**config.mk**
```make
export PLATFORM = sky130hd
export DESIGN_NAME = whole_word_number_replacer_flat
export DESIGN_NICKNAME = d
export VERILOG_FILES = /design/src/wwnr_pkg.sv /design/src/wwnr_intf.sv /design/src/whole_word_number_replacer.sv /design/src/wwnr_cell.sv /design/src/wwnr_dec_conv.sv /design/src/wwnr_out_q.sv /design/src/flat_wrapper.sv
export SDC_FILE = /design/constraint.sdc
export NUM_CORES = 1
export LEC_CHECK = 0
export BUFFER_PORTS_ARGS = -buffer_cell sky130_fd_sc_hd__clkbuf_2
export CAP_MARGIN = 20
export CORE_ASPECT_RATIO = 0.75
export CORE_MARGIN = 2
export CORE_UTILIZATION = 53
export CTS_CLUSTER_DIAMETER = 80
export DETAILED_ROUTE_END_ITERATION = 8
export PLACE_DENSITY = 0.81
export RECOVER_POWER = 25
export REMOVE_ABC_BUFFERS = 1
export SYNTH_ARGS = -nofsm -noshare
export SYNTH_HDL_FRONTEND = slang
export SYNTH_SLANG_ARGS = --single-unit
```
**constraint.sdc**
```tcl
create_clock -name clock -period 15.7 [get_ports clock]
set_input_delay 1.57 -clock clock [delete_from_list [all_inputs] [get_ports clock]]
set_output_delay 1.57 -clock clock [all_outputs]
set_load 0.03 [all_outputs]
```
**src/wwnr_pkg.sv**
```systemverilog
// ----------------------------------------------------------------------------
// wwnr_pkg: shared types and constants of the whole-word number replacer
// Word sizes, register indexes, the result token carried from the match
// cells to the output queue, and small character helpers.
// ----------------------------------------------------------------------------
package wwnr_pkg;

   // width of a configuration value and its decimal digit count
   localparam int BIN_W      = 32;
   localparam int DEC_DIGITS = 10;

   // default number of digits kept of a configured number
   localparam int MAX_DIGITS_DEFAULT = 10;

   // token queue in front of the output register, power of two
   localparam int RSP_Q_DEPTH = 4;
   localparam int RSP_Q_AW    = $clog2(RSP_Q_DEPTH);

   // configuration register indexes
   localparam int CSR_IDX_W = 1;
   localparam logic [CSR_IDX_W-1:0] CSR_SEARCH_NUMBER      = 1'b0;
   localparam logic [CSR_IDX_W-1:0] CSR_REPLACEMENT_NUMBER = 1'b1;

   localparam logic [7:0] ASCII_ZERO = 8'h30;

   // what one queued token stands for
   typedef enum logic {
      TOK_LITERAL,
      TOK_REPLACE
   } tok_kind_type;

   typedef struct packed {
      tok_kind_type kind;
      logic [7:0]   lit_byte;
      logic         last;
   } tok_type;

   // per-cell control
   typedef struct packed {
      logic shift;
      logic load;
   } cell_ctl_type;

   // decimal converter status
   typedef struct packed {
      logic                 busy;
      logic                 done;
      logic [CSR_IDX_W-1:0] index;
   } conv_stat_type;

   // ascii letter or digit
   function automatic logic is_word_byte(input logic [7:0] b);
      return ((b >= 8'h30) && (b <= 8'h39)) ||
             ((b >= 8'h41) && (b <= 8'h5A)) ||
             ((b >= 8'h61) && (b <= 8'h7A));
   endfunction

   // ascii character of a decimal digit
   function automatic logic [7:0] digit_char(input logic [3:0] d);
      return ASCII_ZERO + {4'd0, d};
   endfunction

endpackage

```
**src/wwnr_intf.sv**
```systemverilog
// ----------------------------------------------------------------------------
// wwnr channel interfaces
// Text input channel, rewritten text output channel and register write
// channel, each a valid/ready handshake moving one word per accept.
// ----------------------------------------------------------------------------
interface wwnr_req_if import wwnr_pkg::*; ();
   logic       valid;
   logic       ready;
   logic [7:0] in_byte;
   logic       in_last;

   modport source (output valid, output in_byte, output in_last, input ready);
   modport sink   (input valid, input in_byte, input in_last, output ready);
endinterface

interface wwnr_rsp_if import wwnr_pkg::*; ();
   logic       valid;
   logic       ready;
   logic [7:0] out_byte;
   logic       out_last;

   modport source (output valid, output out_byte, output out_last, input ready);
   modport sink   (input valid, input out_byte, input out_last, output ready);
endinterface

interface wwnr_csr_if import wwnr_pkg::*; ();
   logic                 valid;
   logic                 ready;
   logic [CSR_IDX_W-1:0] wr_index;
   logic [BIN_W-1:0]     wr_data;

   modport source (output valid, output wr_index, output wr_data, input ready);
   modport sink   (input valid, input wr_index, input wr_data, output ready);
endinterface

```
**src/whole_word_number_replacer.sv**
```systemverilog
// ----------------------------------------------------------------------------
// whole_word_number_replacer: whole-word decimal number find and replace
// Copies a byte stream, replacing each whole-word occurrence of the decimal
// text of one number by the decimal text of another.
// ----------------------------------------------------------------------------
// Usage:
//   req_port carries one text byte per word, with in_last on the final byte
//   of a text. rsp_port returns the rewritten text, out_last on its final
//   byte. csr_port writes search_number (index 0) or replacement_number
//   (index 1); write only while the block is idle.
// Throughput and flow:
//   one input word per cycle while the cell row has room and no flush or
//   conversion holds input off. Bytes that may still start the search text
//   sit in the cell row until decided; a decided byte then passes through
//   the token queue and the output register on its way to rsp_port. A
//   replacement is expanded digit by digit on the output register; the
//   four-entry token queue absorbs bursts. After an in_last word, input
//   stalls until the held bytes are drained, slower as replacements expand
//   or rsp_port stalls. A write is converted to decimal one bit per cycle;
//   csr_port and req_port are held off until the conversion is done.
// Reset:
//   both numbers read as 0, the cell row is empty and a new text begins.
// Stalls:
//   when rsp_port.ready is low, the output register holds its word, the
//   queue fills, and the cell row then stops and backs up into req_port.
// ----------------------------------------------------------------------------
module whole_word_number_replacer import wwnr_pkg::*; #(
   parameter int MAX_DIGITS = MAX_DIGITS_DEFAULT
) (
   input  logic       clock,
   input  logic       reset,
   wwnr_req_if.sink   req_port,
   wwnr_rsp_if.source rsp_port,
   wwnr_csr_if.sink   csr_port
);

   localparam int DEPTH = MAX_DIGITS + 1;
   localparam int CNT_W = $clog2(DEPTH + 1);
   localparam int LEN_W = $clog2(MAX_DIGITS + 1);

   // configured digit strings
   logic [3:0]       search_dig_ff  [MAX_DIGITS];
   logic [3:0]       replace_dig_ff [MAX_DIGITS];
   logic [LEN_W-1:0] search_len_ff;
   logic [LEN_W-1:0] replace_len_ff;

   // converter
   conv_stat_type    conv_stat;
   logic [3:0]       conv_digits [MAX_DIGITS];
   logic [LEN_W-1:0] conv_length;
   logic             conv_start;

   // cell row
   cell_ctl_type     cell_ctl   [DEPTH];
   logic [7:0]       cell_byte  [DEPTH];
   logic [3:0]       cell_digit [DEPTH];
   logic [DEPTH-1:0] cell_hit;
   logic [DEPTH-1:0] cell_word;
   logic [DEPTH-1:0] held_valid;

   // stream control state
   logic [CNT_W-1:0] count_ff, count_in;
   logic [LEN_W-1:0] skip_ff, skip_in;
   logic             drop_ff, drop_in;
   logic [7:0]       prev_ff, prev_in;
   logic             start_ff, start_in;
   logic             last_ff, last_in;

   // decision
   logic             prefix_ok;
   logic             full_match;
   logic             at_len;
   logic             single;
   logic             left_ok;
   logic             op_shift;
   logic             emit;
   logic             skip_set;
   logic             accept_match;
   logic             go;
   logic             shift;
   logic [CNT_W-1:0] cnt_shift;
   logic             req_ready;
   logic             take;
   logic             flush_done;
   tok_type          tok;
   logic             q_full;

   // register writes go through the decimal converter
   assign csr_port.ready = !conv_stat.busy;
   assign conv_start     = csr_port.valid && !conv_stat.busy;

   wwnr_dec_conv #(
      .MAX_DIGITS (MAX_DIGITS)
   ) u_conv (
      .clock       (clock),
      .reset       (reset),
      .start       (conv_start),
      .start_index (csr_port.wr_index),
      .start_value (csr_port.wr_data),
      .stat        (conv_stat),
      .digits      (conv_digits),
      .length      (conv_length)
   );

   // digit registers
   always_ff @(posedge clock) begin
      if (reset) begin
         for (int i = 0; i < MAX_DIGITS; i++) begin
            search_dig_ff[i]  <= 4'd0;
            replace_dig_ff[i] <= 4'd0;
         end
         search_len_ff  <= LEN_W'(1);
         replace_len_ff <= LEN_W'(1);
      end else if (conv_stat.done) begin
         unique case (conv_stat.index)
            CSR_SEARCH_NUMBER: begin
               search_dig_ff <= conv_digits;
               search_len_ff <= conv_length;
            end
            CSR_REPLACEMENT_NUMBER: begin
               replace_dig_ff <= conv_digits;
               replace_len_ff <= conv_length;
            end
         endcase
      end
   end

   // row of held-byte cells, head at cell 0
   for (genvar i = 0; i < DEPTH; i++) begin : g_cell
      logic [7:0] nbr;
      if (i + 1 < DEPTH) begin : g_nbr
         assign nbr = cell_byte[i + 1];
      end else begin : g_end
         assign nbr = 8'h00;
      end
      if (i < MAX_DIGITS) begin : g_dig
         assign cell_digit[i] = search_dig_ff[i];
      end else begin : g_nodig
         assign cell_digit[i] = 4'd0;
      end
      assign cell_ctl[i].shift = shift;
      assign cell_ctl[i].load  = take && (CNT_W'(i) == cnt_shift);

      wwnr_cell u_cell (
         .clock    (clock),
         .ctl      (cell_ctl[i]),
         .nbr_byte (nbr),
         .new_byte (req_port.in_byte),
         .digit    (cell_digit[i]),
         .cur_byte (cell_byte[i]),
         .hit      (cell_hit[i]),
         .word     (cell_word[i])
      );
   end

   // match status of the held bytes against the search text
   always_comb begin
      for (int i = 0; i < DEPTH; i++) begin
         held_valid[i] = (CNT_W'(i) < count_ff);
      end
      prefix_ok = 1'b1;
      for (int i = 0; i < MAX_DIGITS; i++) begin
         if ((LEN_W'(i) < search_len_ff) && held_valid[i] && !cell_hit[i]) begin
            prefix_ok = 1'b0;
         end
      end
      at_len     = (count_ff == CNT_W'(search_len_ff));
      full_match = prefix_ok && (count_ff >= CNT_W'(search_len_ff));
      single     = (count_ff == CNT_W'(1));
      left_ok    = start_ff || !is_word_byte(prev_ff);
   end

   // one step of the scan per cycle
   always_comb begin
      op_shift     = 1'b0;
      emit         = 1'b0;
      skip_set     = 1'b0;
      accept_match = 1'b0;
      tok.kind     = TOK_LITERAL;
      tok.lit_byte = cell_byte[0];
      tok.last     = last_ff && single;
      if (skip_ff != '0) begin
         // rest of a decided occurrence
         op_shift = 1'b1;
         emit     = !drop_ff;
      end else if (count_ff != '0) begin
         if (full_match) begin
            // decide once the right neighbor or the end of text is known
            if (!at_len || last_ff) begin
               op_shift     = 1'b1;
               emit         = 1'b1;
               skip_set     = 1'b1;
               accept_match = left_ok && (at_len || !cell_word[search_len_ff]);
               if (accept_match) begin
                  tok.kind = TOK_REPLACE;
                  tok.last = last_ff && at_len;
               end
            end
         end else if (!prefix_ok || last_ff) begin
            // head byte cannot start a match
            op_shift = 1'b1;
            emit     = 1'b1;
         end
      end
      go         = !emit || !q_full;
      shift      = op_shift && go;
      cnt_shift  = count_ff - CNT_W'(shift);
      flush_done = last_ff && shift && single;
   end

   // input word acceptance
   assign req_ready      = !last_ff && !conv_stat.busy && (cnt_shift < CNT_W'(DEPTH));
   assign req_port.ready = req_ready;
   assign take           = req_port.valid && req_ready;

   // next stream state
   always_comb begin
      count_in = cnt_shift + CNT_W'(take);
      skip_in  = skip_ff;
      drop_in  = drop_ff;
      prev_in  = prev_ff;
      start_in = start_ff;
      last_in  = last_ff || (take && req_port.in_last);
      if (shift) begin
         prev_in  = cell_byte[0];
         start_in = 1'b0;
         if (skip_set) begin
            skip_in = search_len_ff - LEN_W'(1);
            drop_in = accept_match;
         end else if (skip_ff != '0) begin
            skip_in = skip_ff - LEN_W'(1);
         end
      end
      if (flush_done) begin
         count_in = '0;
         skip_in  = '0;
         prev_in  = 8'h00;
         start_in = 1'b1;
         last_in  = 1'b0;
      end
   end

   always_ff @(posedge clock) begin
      if (reset) begin
         count_ff <= '0;
         skip_ff  <= '0;
         drop_ff  <= 1'b0;
         prev_ff  <= 8'h00;
         start_ff <= 1'b1;
         last_ff  <= 1'b0;
      end else begin
         count_ff <= count_in;
         skip_ff  <= skip_in;
         drop_ff  <= drop_in;
         prev_ff  <= prev_in;
         start_ff <= start_in;
         last_ff  <= last_in;
      end
   end

   // token queue and output register
   wwnr_out_q #(
      .MAX_DIGITS (MAX_DIGITS)
   ) u_out_q (
      .clock      (clock),
      .reset      (reset),
      .push       (emit && shift),
      .push_tok   (tok),
      .full       (q_full),
      .rep_digits (replace_dig_ff),
      .rep_length (replace_len_ff),
      .out_valid  (rsp_port.valid),
      .out_ready  (rsp_port.ready),
      .out_byte   (rsp_port.out_byte),
      .out_last   (rsp_port.out_last)
   );

`ifndef SYNTHESIS
   // bytes still to pass of a decided occurrence are held in the row
   a_skip_held: assert property (@(posedge clock) disable iff (reset)
      (skip_ff != '0) |-> (CNT_W'(skip_ff) <= count_ff))
      else $error("skip count exceeds held bytes");

   // end of a text leaves an empty row and a fresh stream
   a_flush_clears: assert property (@(posedge clock) disable iff (reset)
      $fell(last_ff) |-> ((count_ff == '0) && start_ff && (skip_ff == '0)))
      else $error("stream state not cleared after flush");

   // the row never holds more than its cells
   a_row_bound: assert property (@(posedge clock) disable iff (reset)
      take |=> (count_ff <= CNT_W'(DEPTH)))
      else $error("cell row overflow");
`endif

endmodule

```
**src/wwnr_cell.sv**
```systemverilog
// ----------------------------------------------------------------------------
// wwnr_cell: one held-byte cell of the match row
// Holds one undecided byte, takes its right neighbor's byte on a shift or
// the incoming byte on a load, and compares against its search digit.
// ----------------------------------------------------------------------------
module wwnr_cell import wwnr_pkg::*; (
   input  logic         clock,
   input  cell_ctl_type ctl,
   input  logic [7:0]   nbr_byte,
   input  logic [7:0]   new_byte,
   input  logic [3:0]   digit,
   output logic [7:0]   cur_byte,
   output logic         hit,
   output logic         word
);

   logic [7:0] byte_ff;
   logic [7:0] byte_in;

   // load beats shift: the load target is the first free slot after a shift
   always_comb begin
      byte_in = byte_ff;
      if (ctl.load) begin
         byte_in = new_byte;
      end else if (ctl.shift) begin
         byte_in = nbr_byte;
      end
   end

   always_ff @(posedge clock) begin
      byte_ff <= byte_in;
   end

   // compare and classify
   assign cur_byte = byte_ff;
   assign hit      = (byte_ff == digit_char(digit));
   assign word     = is_word_byte(byte_ff);

endmodule

```
**src/wwnr_dec_conv.sv**
```systemverilog
// ----------------------------------------------------------------------------
// wwnr_dec_conv: binary to decimal digit converter
// Shift-and-add-3 conversion of a written register value, one bit per
// cycle, then the leading digits and digit count are presented for a cycle.
// ----------------------------------------------------------------------------
module wwnr_dec_conv import wwnr_pkg::*; #(
   parameter  int MAX_DIGITS = MAX_DIGITS_DEFAULT,
   localparam int LEN_W      = $clog2(MAX_DIGITS + 1)
) (
   input  logic                 clock,
   input  logic                 reset,
   input  logic                 start,
   input  logic [CSR_IDX_W-1:0] start_index,
   input  logic [BIN_W-1:0]     start_value,
   output conv_stat_type        stat,
   output logic [3:0]           digits [MAX_DIGITS],
   output logic [LEN_W-1:0]     length
);

   localparam int STEP_W = $clog2(BIN_W);
   localparam int BCD_W  = 4 * DEC_DIGITS;

   typedef enum logic [1:0] {
      ST_IDLE,
      ST_SHIFT,
      ST_DONE
   } state_type;

   state_type            state_ff;
   logic [BIN_W-1:0]     bin_ff;
   logic [BCD_W-1:0]     bcd_ff;
   logic [STEP_W-1:0]    step_ff;
   logic [CSR_IDX_W-1:0] idx_ff;
   logic [BCD_W-1:0]     bcd_adj;
   logic [3:0]           sig_digits;

   // add 3 to every bcd digit of five or more
   always_comb begin
      for (int k = 0; k < DEC_DIGITS; k++) begin
         bcd_adj[4*k +: 4] = (bcd_ff[4*k +: 4] >= 4'd5) ? (bcd_ff[4*k +: 4] + 4'd3)
                                                         : bcd_ff[4*k +: 4];
      end
   end

   // sequencer
   always_ff @(posedge clock) begin
      if (reset) begin
         state_ff <= ST_IDLE;
      end else begin
         unique case (state_ff)
            ST_IDLE: begin
               if (start) begin
                  bin_ff   <= start_value;
                  bcd_ff   <= '0;
                  step_ff  <= '0;
                  idx_ff   <= start_index;
                  state_ff <= ST_SHIFT;
               end
            end
            ST_SHIFT: begin
               bcd_ff  <= {bcd_adj[BCD_W-2:0], bin_ff[BIN_W-1]};
               bin_ff  <= {bin_ff[BIN_W-2:0], 1'b0};
               step_ff <= step_ff + STEP_W'(1);
               if (step_ff == STEP_W'(BIN_W - 1)) begin
                  state_ff <= ST_DONE;
               end
            end
            ST_DONE: begin
               state_ff <= ST_IDLE;
            end
            default: begin
               state_ff <= ST_IDLE;
            end
         endcase
      end
   end

   // count of significant digits, at least one
   always_comb begin
      sig_digits = 4'd1;
      for (int k = 0; k < DEC_DIGITS; k++) begin
         if (bcd_ff[4*k +: 4] != 4'd0) begin
            sig_digits = 4'(k + 1);
         end
      end
   end

   // leading digits, most significant first
   always_comb begin
      int pos;
      for (int j = 0; j < MAX_DIGITS; j++) begin
         pos       = int'(sig_digits) - 1 - j;
         digits[j] = 4'd0;
         if (pos >= 0) begin
            digits[j] = bcd_ff[4*pos +: 4];
         end
      end
      if (int'(sig_digits) > MAX_DIGITS) begin
         length = LEN_W'(MAX_DIGITS);
      end else begin
         length = LEN_W'(sig_digits);
      end
   end

   assign stat.busy  = (state_ff != ST_IDLE);
   assign stat.done  = (state_ff == ST_DONE);
   assign stat.index = idx_ff;

endmodule

```
**src/wwnr_out_q.sv**
```systemverilog
// ----------------------------------------------------------------------------
// wwnr_out_q: result token queue and output register
// Queues literal and replacement tokens, expands a replacement into digit
// characters one per cycle unless stalled, holds each word until taken.
// ----------------------------------------------------------------------------
module wwnr_out_q import wwnr_pkg::*; #(
   parameter  int MAX_DIGITS = MAX_DIGITS_DEFAULT,
   localparam int LEN_W      = $clog2(MAX_DIGITS + 1),
   localparam int IDX_W      = (MAX_DIGITS > 1) ? $clog2(MAX_DIGITS) : 1
) (
   input  logic             clock,
   input  logic             reset,
   input  logic             push,
   input  tok_type          push_tok,
   output logic             full,
   input  logic [3:0]       rep_digits [MAX_DIGITS],
   input  logic [LEN_W-1:0] rep_length,
   output logic             out_valid,
   input  logic             out_ready,
   output logic [7:0]       out_byte,
   output logic             out_last
);

   localparam int CNT_W = $clog2(RSP_Q_DEPTH + 1);

   tok_type             q_ff [RSP_Q_DEPTH];
   logic [RSP_Q_AW-1:0] wr_ptr_ff;
   logic [RSP_Q_AW-1:0] rd_ptr_ff;
   logic [CNT_W-1:0]    cnt_ff;
   logic [IDX_W-1:0]    rep_idx_ff;
   logic                ovalid_ff;
   logic [7:0]          obyte_ff;
   logic                olast_ff;

   tok_type             head;
   logic                have;
   logic                load;
   logic                rep_end;
   logic                pop;
   logic [7:0]          nxt_byte;
   logic                nxt_last;

   // head token and its next output word
   always_comb begin
      head    = q_ff[rd_ptr_ff];
      have    = (cnt_ff != '0);
      load    = !ovalid_ff || out_ready;
      rep_end = ((LEN_W'(rep_idx_ff) + LEN_W'(1)) == rep_length);
      unique case (head.kind)
         TOK_LITERAL: begin
            nxt_byte = head.lit_byte;
            nxt_last = head.last;
         end
         TOK_REPLACE: begin
            nxt_byte = digit_char(rep_digits[rep_idx_ff]);
            nxt_last = head.last && rep_end;
         end
      endcase
      pop = load && have && ((head.kind == TOK_LITERAL) || rep_end);
   end

   assign full = (cnt_ff == CNT_W'(RSP_Q_DEPTH));

   // token storage
   always_ff @(posedge clock) begin
      if (push) begin
         q_ff[wr_ptr_ff] <= push_tok;
      end
   end

   // pointers, expansion index and output register
   always_ff @(posedge clock) begin
      if (reset) begin
         wr_ptr_ff  <= '0;
         rd_ptr_ff  <= '0;
         cnt_ff     <= '0;
         rep_idx_ff <= '0;
         ovalid_ff  <= 1'b0;
      end else begin
         if (push) begin
            wr_ptr_ff <= wr_ptr_ff + RSP_Q_AW'(1);
         end
         if (pop) begin
            rd_ptr_ff <= rd_ptr_ff + RSP_Q_AW'(1);
         end
         cnt_ff <= cnt_ff + CNT_W'(push) - CNT_W'(pop);
         if (load) begin
            ovalid_ff <= have;
            if (have) begin
               obyte_ff <= nxt_byte;
               olast_ff <= nxt_last;
               if (head.kind == TOK_REPLACE) begin
                  rep_idx_ff <= rep_end ? '0 : (rep_idx_ff + IDX_W'(1));
               end
            end
         end
      end
   end

   assign out_valid = ovalid_ff;
   assign out_byte  = obyte_ff;
   assign out_last  = olast_ff;

endmodule

```
**src/flat_wrapper.sv**
```systemverilog
// flat-port wrapper written by rule: the top's interface ports become plain ports
module whole_word_number_replacer_flat import wwnr_pkg::*;
#(
   parameter int MAX_DIGITS = MAX_DIGITS_DEFAULT
)
  (clock, reset, req_port_valid, req_port_in_byte, req_port_in_last, req_port_ready, rsp_port_valid, rsp_port_out_byte, rsp_port_out_last, rsp_port_ready, csr_port_valid, csr_port_wr_index, csr_port_wr_data, csr_port_ready);
  wwnr_req_if req_port_i ();
  wwnr_rsp_if rsp_port_i ();
  wwnr_csr_if csr_port_i ();
  input  logic clock;
  input  logic reset;
  input wire logic [$bits(req_port_i.valid)-1:0] req_port_valid;
  input wire logic [$bits(req_port_i.in_byte)-1:0] req_port_in_byte;
  input wire logic [$bits(req_port_i.in_last)-1:0] req_port_in_last;
  output wire logic [$bits(req_port_i.ready)-1:0] req_port_ready;
  output wire logic [$bits(rsp_port_i.valid)-1:0] rsp_port_valid;
  output wire logic [$bits(rsp_port_i.out_byte)-1:0] rsp_port_out_byte;
  output wire logic [$bits(rsp_port_i.out_last)-1:0] rsp_port_out_last;
  input wire logic [$bits(rsp_port_i.ready)-1:0] rsp_port_ready;
  input wire logic [$bits(csr_port_i.valid)-1:0] csr_port_valid;
  input wire logic [$bits(csr_port_i.wr_index)-1:0] csr_port_wr_index;
  input wire logic [$bits(csr_port_i.wr_data)-1:0] csr_port_wr_data;
  output wire logic [$bits(csr_port_i.ready)-1:0] csr_port_ready;
  assign req_port_i.valid = req_port_valid;
  assign req_port_i.in_byte = req_port_in_byte;
  assign req_port_i.in_last = req_port_in_last;
  assign req_port_ready = req_port_i.ready;
  assign rsp_port_valid = rsp_port_i.valid;
  assign rsp_port_out_byte = rsp_port_i.out_byte;
  assign rsp_port_out_last = rsp_port_i.out_last;
  assign rsp_port_i.ready = rsp_port_ready;
  assign csr_port_i.valid = csr_port_valid;
  assign csr_port_i.wr_index = csr_port_wr_index;
  assign csr_port_i.wr_data = csr_port_wr_data;
  assign csr_port_ready = csr_port_i.ready;
  whole_word_number_replacer #(.MAX_DIGITS(MAX_DIGITS)) u_core (.clock(clock), .reset(reset), .req_port(req_port_i), .rsp_port(rsp_port_i), .csr_port(csr_port_i));
endmodule
```
# Word-level counts from Yosys, hierarchy flattened
# Memories as Yosys holds them, arrays and structs flattened. A register that Yosys moved wholly into a read port is not among the register bits.
# Index checks and enable logic that the tools add are counted.
[totals]
elab_cells = 534
input_bits = 47
regBits = 296
mem_bits_rw = 40
memories = 1
output_inout_bits = 12
[mem_list]
columns = ["memory", "words", "width", "read_ports", "rd_clocked_by_memory_dff", "wr", "line", "source"]
rows = [
  ["u_core.u_out_q.q_ff", 4, 10, 1, 1, 1, "wwnr_out_q.sv:26", "tok_type q_ff [RSP_Q_DEPTH];"],
]
[op_classes]
magnitude_cmp = 117
eq_ne = 29
shift = 10
bitwise = 4
n_mux = 108
reduce_logical = 173
addsub = 41
[op_table]
columns = ["cell", "n"]
rows = [
  ["$shiftx 40x8->4", 9],
  ["$ge 8x7->1 const B", 24],
  ["$le 8x7->1 const B", 24],
  ["$mux 8", 22],
  ["$mux 4", 33],
  ["$ge 8x6->1 const B", 12],
  ["$le 8x6->1 const B", 12],
  ["$logic_and 1x1->1", 83],
  ["$eq 8x7->1", 10],
  ["$pmux 40 s2", 1],
  ["$add 6x4->7 const A", 11],
  ["$pmux 32 s2", 1],
  ["$ge 6x1->1 const B", 9],
  ["$reduce_bool 4->1", 11],
  ["$ge 4x3->1 const B", 10],
  ["$mux 40", 1],
  ["$shiftx 40x7->4", 1],
  ["$add 4x2->4 const B", 9],
  ["$mux 1", 36],
  ["$logic_or 1x1->1", 32],
  ["$lt 3x4->1 const A", 8],
  ["$mux 32", 1],
  ["$reduce_bool 2->1", 14],
  ["$sub 5x4->6 const B", 4],
  ["other kinds (52)", 104],
]

# Depth between registers and ports, before layout
# Gate-level depths: netlist (run 1).
[depth]
word_depth = 29
mapped_depth = 26
ltp_nobuf = 20

# Modules after synthesis
# A second synthesis (run 1) with hierarchy kept.
[unflattened]
hier_cells = 2027
area_unflattened_um2 = 19515.0
[by_module_without_submodules]
columns = ["mod", "seq_area_each_um2", "area_each_um2", "instances", "cells_each"]
rows = [
  ["wwnr_dec_conv", 2382.3, 6884.1, 1, 864],
  ["wwnr_cell", 240.2, 447.9, 11, 34],
  ["whole_word_number_replacer", 2142.1, 4692.0, 1, 594],
  ["wwnr_out_q", 1751.7, 3011.6, 1, 195],
]

# Worst setup path before layout (run 1)
# Ideal clock, no wire load.
[synth_timing]
path_kind = "input -> register"
start = "in reset"
end = "reg u_core.u_conv.bcd_ff[0], enable pin"
path_buffers = 2
setup_ns = 0.619
t_required_ns = 15.081
arrival_time_ns = 7.385
slack_ns = 7.696
cell_stages = 3
path_cell_list = "clkbuf_1 > clkbuf_1 > o21ai_0"
[synth_between]
elab_chain_len = 2
[synth_rtl]
columns = ["element", "line", "source"]
rows = [
  ["start: declaration", "flat_wrapper.sv:11", "input logic reset;"],
  ["$not 1->1 (no source line)", "-", ""],
  ["$reduce_and 3->1 (no source line)", "-", ""],
  ["end signal: assignment", "wwnr_dec_conv.sv:61", "bcd_ff <= {bcd_adj[BCD_W-2:0], bin_ff[BIN_W-1]};"],
  ["end: declaration", "wwnr_dec_conv.sv:31", "logic [BCD_W-1:0] bcd_ff;"],
]
# No other way between the ends.
# A chain may end at the register's enable or synchronous reset.

# Worst setup path in the final report (run 1)
[layout_timing]
start = "reg u_core.search_len_ff[1]"
end = "out req_port_ready"
[layout_between]
elab_chain_len = 25
word_cells_on_any_way = 59
cone_classes = "add/sub (1); order compare (12); eq/ne (1); mux (16); reduce/logical (29)"
[layout_rtl]
columns = ["element", "line", "source"]
rows = [
  ["start: declaration", "whole_word_number_replacer.sv:44", "logic [LEN_W-1:0] search_len_ff;"],
  ["start signal: assignment", "whole_word_number_replacer.sv:118", "search_len_ff <= conv_length;"],
  ["$lt 1x4->1", "whole_word_number_replacer.sv:163", "if ((LEN_W'(i) < search_len_ff) && held_valid[i] && !cell_hit[i]) begin"],
  ["$logic_and 1x1->1 (2 in series)", "whole_word_number_replacer.sv:163", ""],
  ["$mux 1 (10 in series)", "whole_word_number_replacer.sv:163", ""],
  ["$logic_not 1->1", "whole_word_number_replacer.sv:199", "end else if (!prefix_ok || last_ff) begin"],
  ["$logic_or 1x1->1", "whole_word_number_replacer.sv:199", ""],
  ["$mux 1", "whole_word_number_replacer.sv:199", ""],
  ["$mux 1 *", "whole_word_number_replacer.sv:187", "if (full_match) begin"],
  ["$mux 1 *", "whole_word_number_replacer.sv:186", "end else if (count_ff != '0) begin"],
  ["$mux 1", "whole_word_number_replacer.sv:182", "if (skip_ff != '0) begin"],
  ["$logic_not 1->1", "whole_word_number_replacer.sv:205", "go = !emit || !q_full;"],
  ["$logic_or 1x1->1", "whole_word_number_replacer.sv:205", ""],
  ["$logic_and 1x1->1 *", "whole_word_number_replacer.sv:206", "shift = op_shift && go;"],
  ["$sub 4x1->4 *", "whole_word_number_replacer.sv:207", "cnt_shift = count_ff - CNT_W'(shift);"],
  ["$lt 4x4->1 *", "whole_word_number_replacer.sv:212", "assign req_ready = !last_ff && !conv_stat.busy && (cnt_shift < CNT_W'(DEPTH));"],
  ["$logic_and 1x1->1 *", "whole_word_number_replacer.sv:212", ""],
  ["end: declaration", "flat_wrapper.sv:15", "output wire logic [$bits(req_port_i.ready)-1:0] req_port_ready;"],
]
# Mark *: on every way between the ends. The rest lies on a longest branch, timed or not.

==> results by group, run 1 <==
Status
  • Status: finished, violations left
  • Failing checks: max-capacitance violations, max-slew violations

Route
  • Wl on met1: 24400 um
  • Via-to-Cell Ratio: 6.62
  • DRT iter0 DRCs: 2208
  • Detail Route met2 WL: 23400 um
  • Post-Route WL: 56500 um
  • Drt wl/cell: 23.8 um
  • WL met3: 7340 um
  • Vias: 15700
  • Max Used Layer: met5
  • Drt first pass iters: 8
  • DRC: 0
  • Post-route ant nets: 0

Flow run
  • Max-cap violations: 2

Timing
  • Final min period: 6.74 ns
  • Slew Limit Fails: 115
  • Worst-Margin Slew: 3.32 ns
  • Setup TNS: 0 ns
  • Hold Vio Cnt, Final: 0
  • Final Skew: 0.0288 ns
  • Post-route setup slack: 8.96 ns
  • Slew HR: -121%
  • Final period utilization: 42.9%
  • Max Fclk: 148 MHz
  • RSZ-0062 raised after global routing: false
  • Final setup vio count: 0
  • Hold slack: 0.453 ns

Setup path
  • Critical Path RT: 14.13 ns
  • CP most frequent cell: ha_1
  • CP max stage delay: 0.75 ns
  • Worst r2r path cells: 20
  • Crit-path max FO: 18
  • RR Startpoint: u_core.u_conv.bcd_ff[16]
  • Reg2reg setup slack: 9.08 ns
  • CP endpoint kind: output pin
  • CP arrival: 5.17 ns
  • Worst r2r dst: u_core.cell_digit[16]
  • Worst setup SP type: flip-flop
  • Worst path cell trace: inv_1 -> ha_1 -> nor2b_1 -> o21a_1 -> o21ai_0 -> a21oi_1 -> or4b_1 -> o21ai_2 -> inv_2 -> ha_1 -> ha_1 -> xor2_1 -> a21oi_1 -> o21a_1 -> clkbuf_2
  • Kind of critical path: flip-flop to output pin
  • Worst path slowest cell: dfxtp_1

Synth
  • Synth Area per Inst: 10.3 sq um
  • Synth area leaders: edfxtp_1 (33%), dfxtp_1 (13%), nand2_1 (4.6%)
  • Synth warnings: 8
  • Synth area leader: edfxtp_1
  • Post-synth EDFFs: 215
  • Synth cell count leaders: nand2_1 (237), edfxtp_1 (215), nor2_1 (146)
  • Most frequent cell after synthesis: nand2_1
  • Prevailing post-synth register cell: edfxtp_1
  • Cell variety after synth: 94
  • Mapped Cells: 1885
  • Seq/Total Area, Yosys: 46.1%
  • Yosys reg bits: 338
  • Mapped cell area: 19400 sq um
  • Area share of the largest cell type after synthesis: 33.4%
  • Asr flop ratio synth: 0%

Clock tree
  • Htree depth: 2
  • CTS tree: done
  • Resized Gates After CTS: 0
  • Clock Tree Buf Depth: 3
  • Hold Buf Count CTS: 0
  • Root buffer cell: clkbuf_16
  • Reg clk slew, reported paths: 0.07 ns
  • Inserted Clock Buffers: 35
  • Clock sinks: 338
  • Skew-Pair Late Insertion Delay: 0.55 ns
  • Setup bufs post-CTS: 0

Die
  • Core Region: 36000 sq um
  • Die X: 225 um
  • Num ports: 59
  • Row count: 60
  • Die area: 38100 sq um
  • Height of the die: 170 um
  • Initial Util: 53.8%

Hold path
  • Min-Delay Path Class: flip-flop to flip-flop
  • HP Start: u_core.replace_dig_ff[39]
  • Hold path endpoint: u_core.replace_dig_ff[39]
  • Hold Path Stages: 2

Placement
  • Dpl ws: 9.36 ns
  • Buffers added on ports: 58
  • Cell Count Post-Placement: 2303
  • RePlAce Congestion: 1.07
  • Hpwl dp: 40800 um

Cells and area
  • Area Growth Syn to Fin: 8.56%
  • Final Net Count: 1980
  • Fraction of layout cells with a size suffix above 1: 13.9%
  • Non-filler cells, final: 2373
  • Fillcell total: 3009
  • Register area: 8920 sq um
  • Multi-input gate area: 9690 sq um

Global routing
  • Initial antenna violation count: 2
  • Largest net degree at the start of global routing: 78
  • First-pass GRT wire length: 87400 um
  • Vias in the first global route: 14700
  • Gr usage total: 29.8%
  • Gr ovfl total: 0

Pwr
  • Max VDD drop: 0.131 mV
  • Leakage: 7.67 nW
  • Power Density: 172 nW/um^2
==> power breakdown <==
| group | leakage [nW] | internal [W] | switching (W) |
|---|---|---|---|
| clock | 0.572 | 0.000492 | 0.000360 |
| sequential | 3.08 | 0.00132 | 0.000233 |
| combinational | 4.01 | 0.000444 | 0.000775 |
| total | 7.67 | 0.00225 | 0.00137 |
==> flip-flops by register name (all words and copies together) (netlist names), 8 cells and up, named ones only <==
register	count
u_core.cell_digit	40
u_core.g_cell.u_cell.cur_byte	88
u_core.prev_ff	8
u_core.replace_dig_ff	40
u_core.u_conv.bcd_ff	40
u_core.u_conv.bin_ff	32
u_core.u_out_q.out_byte	8
u_core.u_out_q.q_ff	40
==> how the worst max path moves through the flow <==
stage	startpoint	to	slack (ns)	depth (start not counted)
2_1_floorplan	u_core.u_conv.state_ff[1]	u_core.u_conv.bcd_ff[0]	7.87	2
6_report	u_core.search_len_ff[1]	req_port_ready	8.96	15
4_1_cts	u_core.search_len_ff[1]	req_port_ready	9.08	15
5_1_grt	u_core.u_conv.bcd_ff[24]	u_core.cell_digit[16]	8.72	20
3_3_place_gp	u_core.search_len_ff[1]	u_core.g_cell[10].u_cell.cur_byte[0]	9.63	19
3_5_place_dp	u_core.search_len_ff[1]	u_core.g_cell[10].u_cell.cur_byte[1]	9.36	19
==> cell usage in the layout (no fill, tap or decap), types with 37 or more instances in the layout <==
cell type	n
nand2_1	237
edfxtp_1	215
nor2_1	145
dfxtp_1	123
a21oi_1	109
mux2_2	59
o21ai_0	55
ha_1	55
inv_1	54
clkbuf_2	53
xnor2_1	42
nor3_1	42
mux2i_1	41
xor2_1	37
a22o_1	37
==> cell families (layout without fill, tap and decap cells) <==
| kind of cell | after synthesis | after routing | share of synthesized area, % |
|---|---|---|---|
| other | 0 | 4 | 0 |
| AOI/OAI and AO/OA | 419 | 419 | 14.6 |
| xor gates and xnor gates | 83 | 83 | 3.94 |
| adders and majority gates | 56 | 56 | 3.66 |
| muxes | 167 | 167 | 11.6 |
| buffers and inverters | 186 | 205 | 4.00 |
| DFF | 338 | 338 | 46.1 |
| and+or+nand+nor | 636 | 636 | 16.1 |
==> through the flow <==
| stage | utilization [%] | power (W) | cell area, sq um |
|---|---|---|---|
| floorplan | - | 0.00236 | 18800 |
| global placement | 55.2 | 0.00269 | 19900 |
| detailed placement | 55.2 | 0.00274 | 19900 |
| CTS | 58.4 | 0.00360 | 21000 |
| global route | 58.4 | 0.00380 | 21000 |
| finish | 58.4 | 0.00362 | 21000 |
==> metal layers <==
layer / global-route usage (%) / up-vias
met2: 42.0 / 964
met4: 8.12 / 2
met1: 43.7 / 7631
met5: 0 / -
met3: 9.83 / 133
li1: - / 6986
==> final cells by class <==
class	instances	area share (%)
Multi-Input combinational cell	1361	46.1
Sequential cell	338	42.4
Clock buffer	46	4.66
Tap cell	465	2.77
Timing Repair Buffer	80	2.04
Inverter	61	1.10
Clock inverter	18	0.840
Antenna cell	4	0.0476
==> worst max-delay path, delay by kind of cell (launching register included) <==
kind	cells	cell delay, ns
fa+ha+maj	3	0.85
compound gates	6	1.10
flops	1	0.75
buf+inv	3	0.67
simple gates	2	0.68
xor+xnor	1	0.58
Note: power is estimated with default switching activity, not from simulation.
==> run 2, diff against run 1 <==
==> constraint.sdc (replaced) <==
create_clock -name clock -period 6.7 [get_ports clock]
set_input_delay 0.67 -clock clock [delete_from_list [all_inputs] [get_ports clock]]
set_output_delay 0.67 -clock clock [all_outputs]
set_load 0.03 [all_outputs]
==> results by group, run 2 (synthesized netlist as in run 1, its figures left out) <==
Status
  • Status: finished, violations left
  • Failing checks: max-capacitance violations, max-slew violations

Die
  • Num ports: 59 (unchanged)
  • Row count: 60 (unchanged)
  • Die X: 225 um (unchanged)
  • Initial Util: 53.8% (unchanged)
  • Height of the die: 170 um (unchanged)
  • Core Region: 36000 sq um (unchanged)
  • Die area: 38100 sq um (unchanged)

Flow run
  • Max-cap violations: 3 (+1)

Setup path
  • Crit-path max FO: 15 (-3)
  • Worst setup SP type: flip-flop
  • CP endpoint kind: flip-flop
  • Critical Path RT: 7.17 ns (-6.96 ns)
  • Kind of critical path: flip-flop to flip-flop
  • CP arrival: 6.90 ns (+1.73 ns)

Route
  • DRC: 0 (unchanged)
  • DRT iter0 DRCs: 1970 (-11%)
  • Via-to-Cell Ratio: 6.60 (-0.38%)
  • Post-route ant nets: 0 (unchanged)
  • Drt first pass iters: 7 (-1)
  • Vias: 15700 (+0.12%)
  • Drt wl/cell: 24.7 um (+3.9%)
  • Post-Route WL: 59000 um (+4.4%)

Global routing
  • Largest net degree at the start of global routing: 78 (unchanged)
  • Gr ovfl total: 0 (unchanged)
  • Vias in the first global route: 14800 (+0.52%)
  • Gr usage total: 30.9% (+1.1 points)
  • Initial antenna violation count: 3 (+1)
  • First-pass GRT wire length: 89600 um (+2.6%)

Timing
  • Hold Vio Cnt, Final: 0 (unchanged)
  • Slew HR: -122% (-0.66 points)
  • Max Fclk: 156 MHz
  • Slew Limit Fails: 192 (+67%)
  • Worst-Margin Slew: 3.33 ns (+0.00997 ns)
  • Final min period: 6.42 ns
  • Post-route setup slack: 0.277 ns (-8.68 ns)
  • Final period utilization: 95.9%
  • Final setup vio count: 0 (unchanged)
  • Final Skew: 0.0230 ns (-0.00577 ns)
  • RSZ-0062 raised after global routing: false

Clock tree
  • CTS tree: done
  • Inserted Clock Buffers: 36 (+2.9%)
  • Resized Gates After CTS: 0 (unchanged)
  • Htree depth: 2 (unchanged)
  • Setup bufs post-CTS: 0 (unchanged)
  • Reg clk slew, reported paths: 0.06 ns (about the same)
  • Clock Tree Buf Depth: 3 (unchanged)
  • Root buffer cell: clkbuf_16
  • Clock sinks: 338 (unchanged)
  • Skew-Pair Late Insertion Delay: 0.55 ns (about the same)
  • Hold Buf Count CTS: 0 (unchanged)

Cells and area
  • Fillcell total: 2964 (-1.5%)
  • Area Growth Syn to Fin: 9.19%
  • Most frequent cells in the layout: nand2_1 (237), edfxtp_1 (215), nor2_1 (146), dfxtp_1 (123), a21oi_1 (109)
  • Max reg flops: 88 (unchanged)
  • Commonest non-fill, non-tap cell in the layout: nand2_1
  • Cell area after layout: 21100 sq um (+0.58%)
  • Fraction of layout cells with a size suffix above 1: 14.3% (+0.42 points)
  • Multi-input gate area: 9690 sq um (about the same)
  • Final Net Count: 1993 (+0.66%)
  • Register area: 8920 sq um (unchanged)

Placement
  • Hpwl dp: 43000 um (+5.6%)
  • Placed Instance Area: 20000 sq um (+0.55%)
  • Buffers added on ports: 58 (unchanged)
  • Dpl ws: 0.710 ns (-8.65 ns)
  • RePlAce Congestion: 1.03 (-4.0%)

Pwr
  • Max VDD drop: 0.300 mV (+130%)
  • Power Density: 405 nW/um^2 (+140%)
  • Leakage: 7.73 nW (+0.75%)

Hold path
  • Min-Delay Path Class: input pin to flip-flop
==> run 2: critical path, cell delays in order, from the launching register on <==
cell      delay, ns
edfxtp_1       0.59
inv_1          0.24
ha_1           0.25
or3b_1         0.40
nand2b_1       0.16
nand3_1        0.12
nand3_1        0.17
a31oi_2        0.77
ha_1           0.31
clkinv_1       0.10
nor3_2         0.39
inv_1          0.42
ha_1           0.51
nand2b_1       0.24
nand4_1        0.12
mux2i_1        0.21
nor2_1         0.16
nor2_1         0.34
nor4b_1        0.54
a22oi_1        0.17
o21ai_1        0.13
==> run 2: cell type report <==
class	instances	share of cell area, %
sequential	338	42.2
clock inverter	16	0.639
inverter	61	1.10
multi-input combinational	1361	45.8
tap	465	2.75
timing repair buffer	92	2.44
antenna	2	0.0237
clock buffer	50	5.00
==> run 2: power breakdown <==
part,switching [W],internal (W)
Sequential,0.000554,0.00308
Combinational,0.00184,0.00106
Clock,0.000859,0.00115
==> run 2: layer usage <==
| layer | up-vias | track usage (%) | wire, um |
|---|---|---|---|
| met5 | - | 0 | 17 |
| met4 | 4 | 8.32 | 1450 |
| met3 | 125 | 10.9 | 7620 |
| met2 | 879 | 42.9 | 23900 |
| met1 | 7719 | 45.5 | 26000 |
| li1 | 7008 | - | - |
==> run 2: path summary, 6_finish.rpt <==
path,start,endpoint,slack (ns),cells past startpoint
min reg2reg,u_core.replace_dig_ff[6],u_core.replace_dig_ff[6],0.45,2
max reg2reg,u_core.u_conv.bcd_ff[4],u_core.replace_dig_ff[13],0.28,20
max,u_core.u_conv.bcd_ff[4],u_core.replace_dig_ff[13],0.28,20
min,csr_port_wr_index,u_core.u_conv.idx_ff,0.29,1
==> run 2: per-stage QoR <==
| step | instances | TNS (ns) | power, W | util (%) | hold WS (ns) |
|---|---|---|---|---|---|
| 3_5_place_dp | 2317 | 0 | 0.00650 | 55.5 | 0.445 |
| 3_3_place_gp | 2317 | 0 | 0.00635 | 55.5 | 0.428 |
| 6_report | 2385 | 0 | 0.00855 | 58.8 | 0.294 |
| 5_1_grt | 2383 | 0 | 0.00896 | 58.8 | 0.293 |
| 2_1_floorplan | 1760 | -87.00 | 0.00553 | - | 0.420 |
| 4_1_cts | 2383 | 0 | 0.00851 | 58.8 | 0.282 |
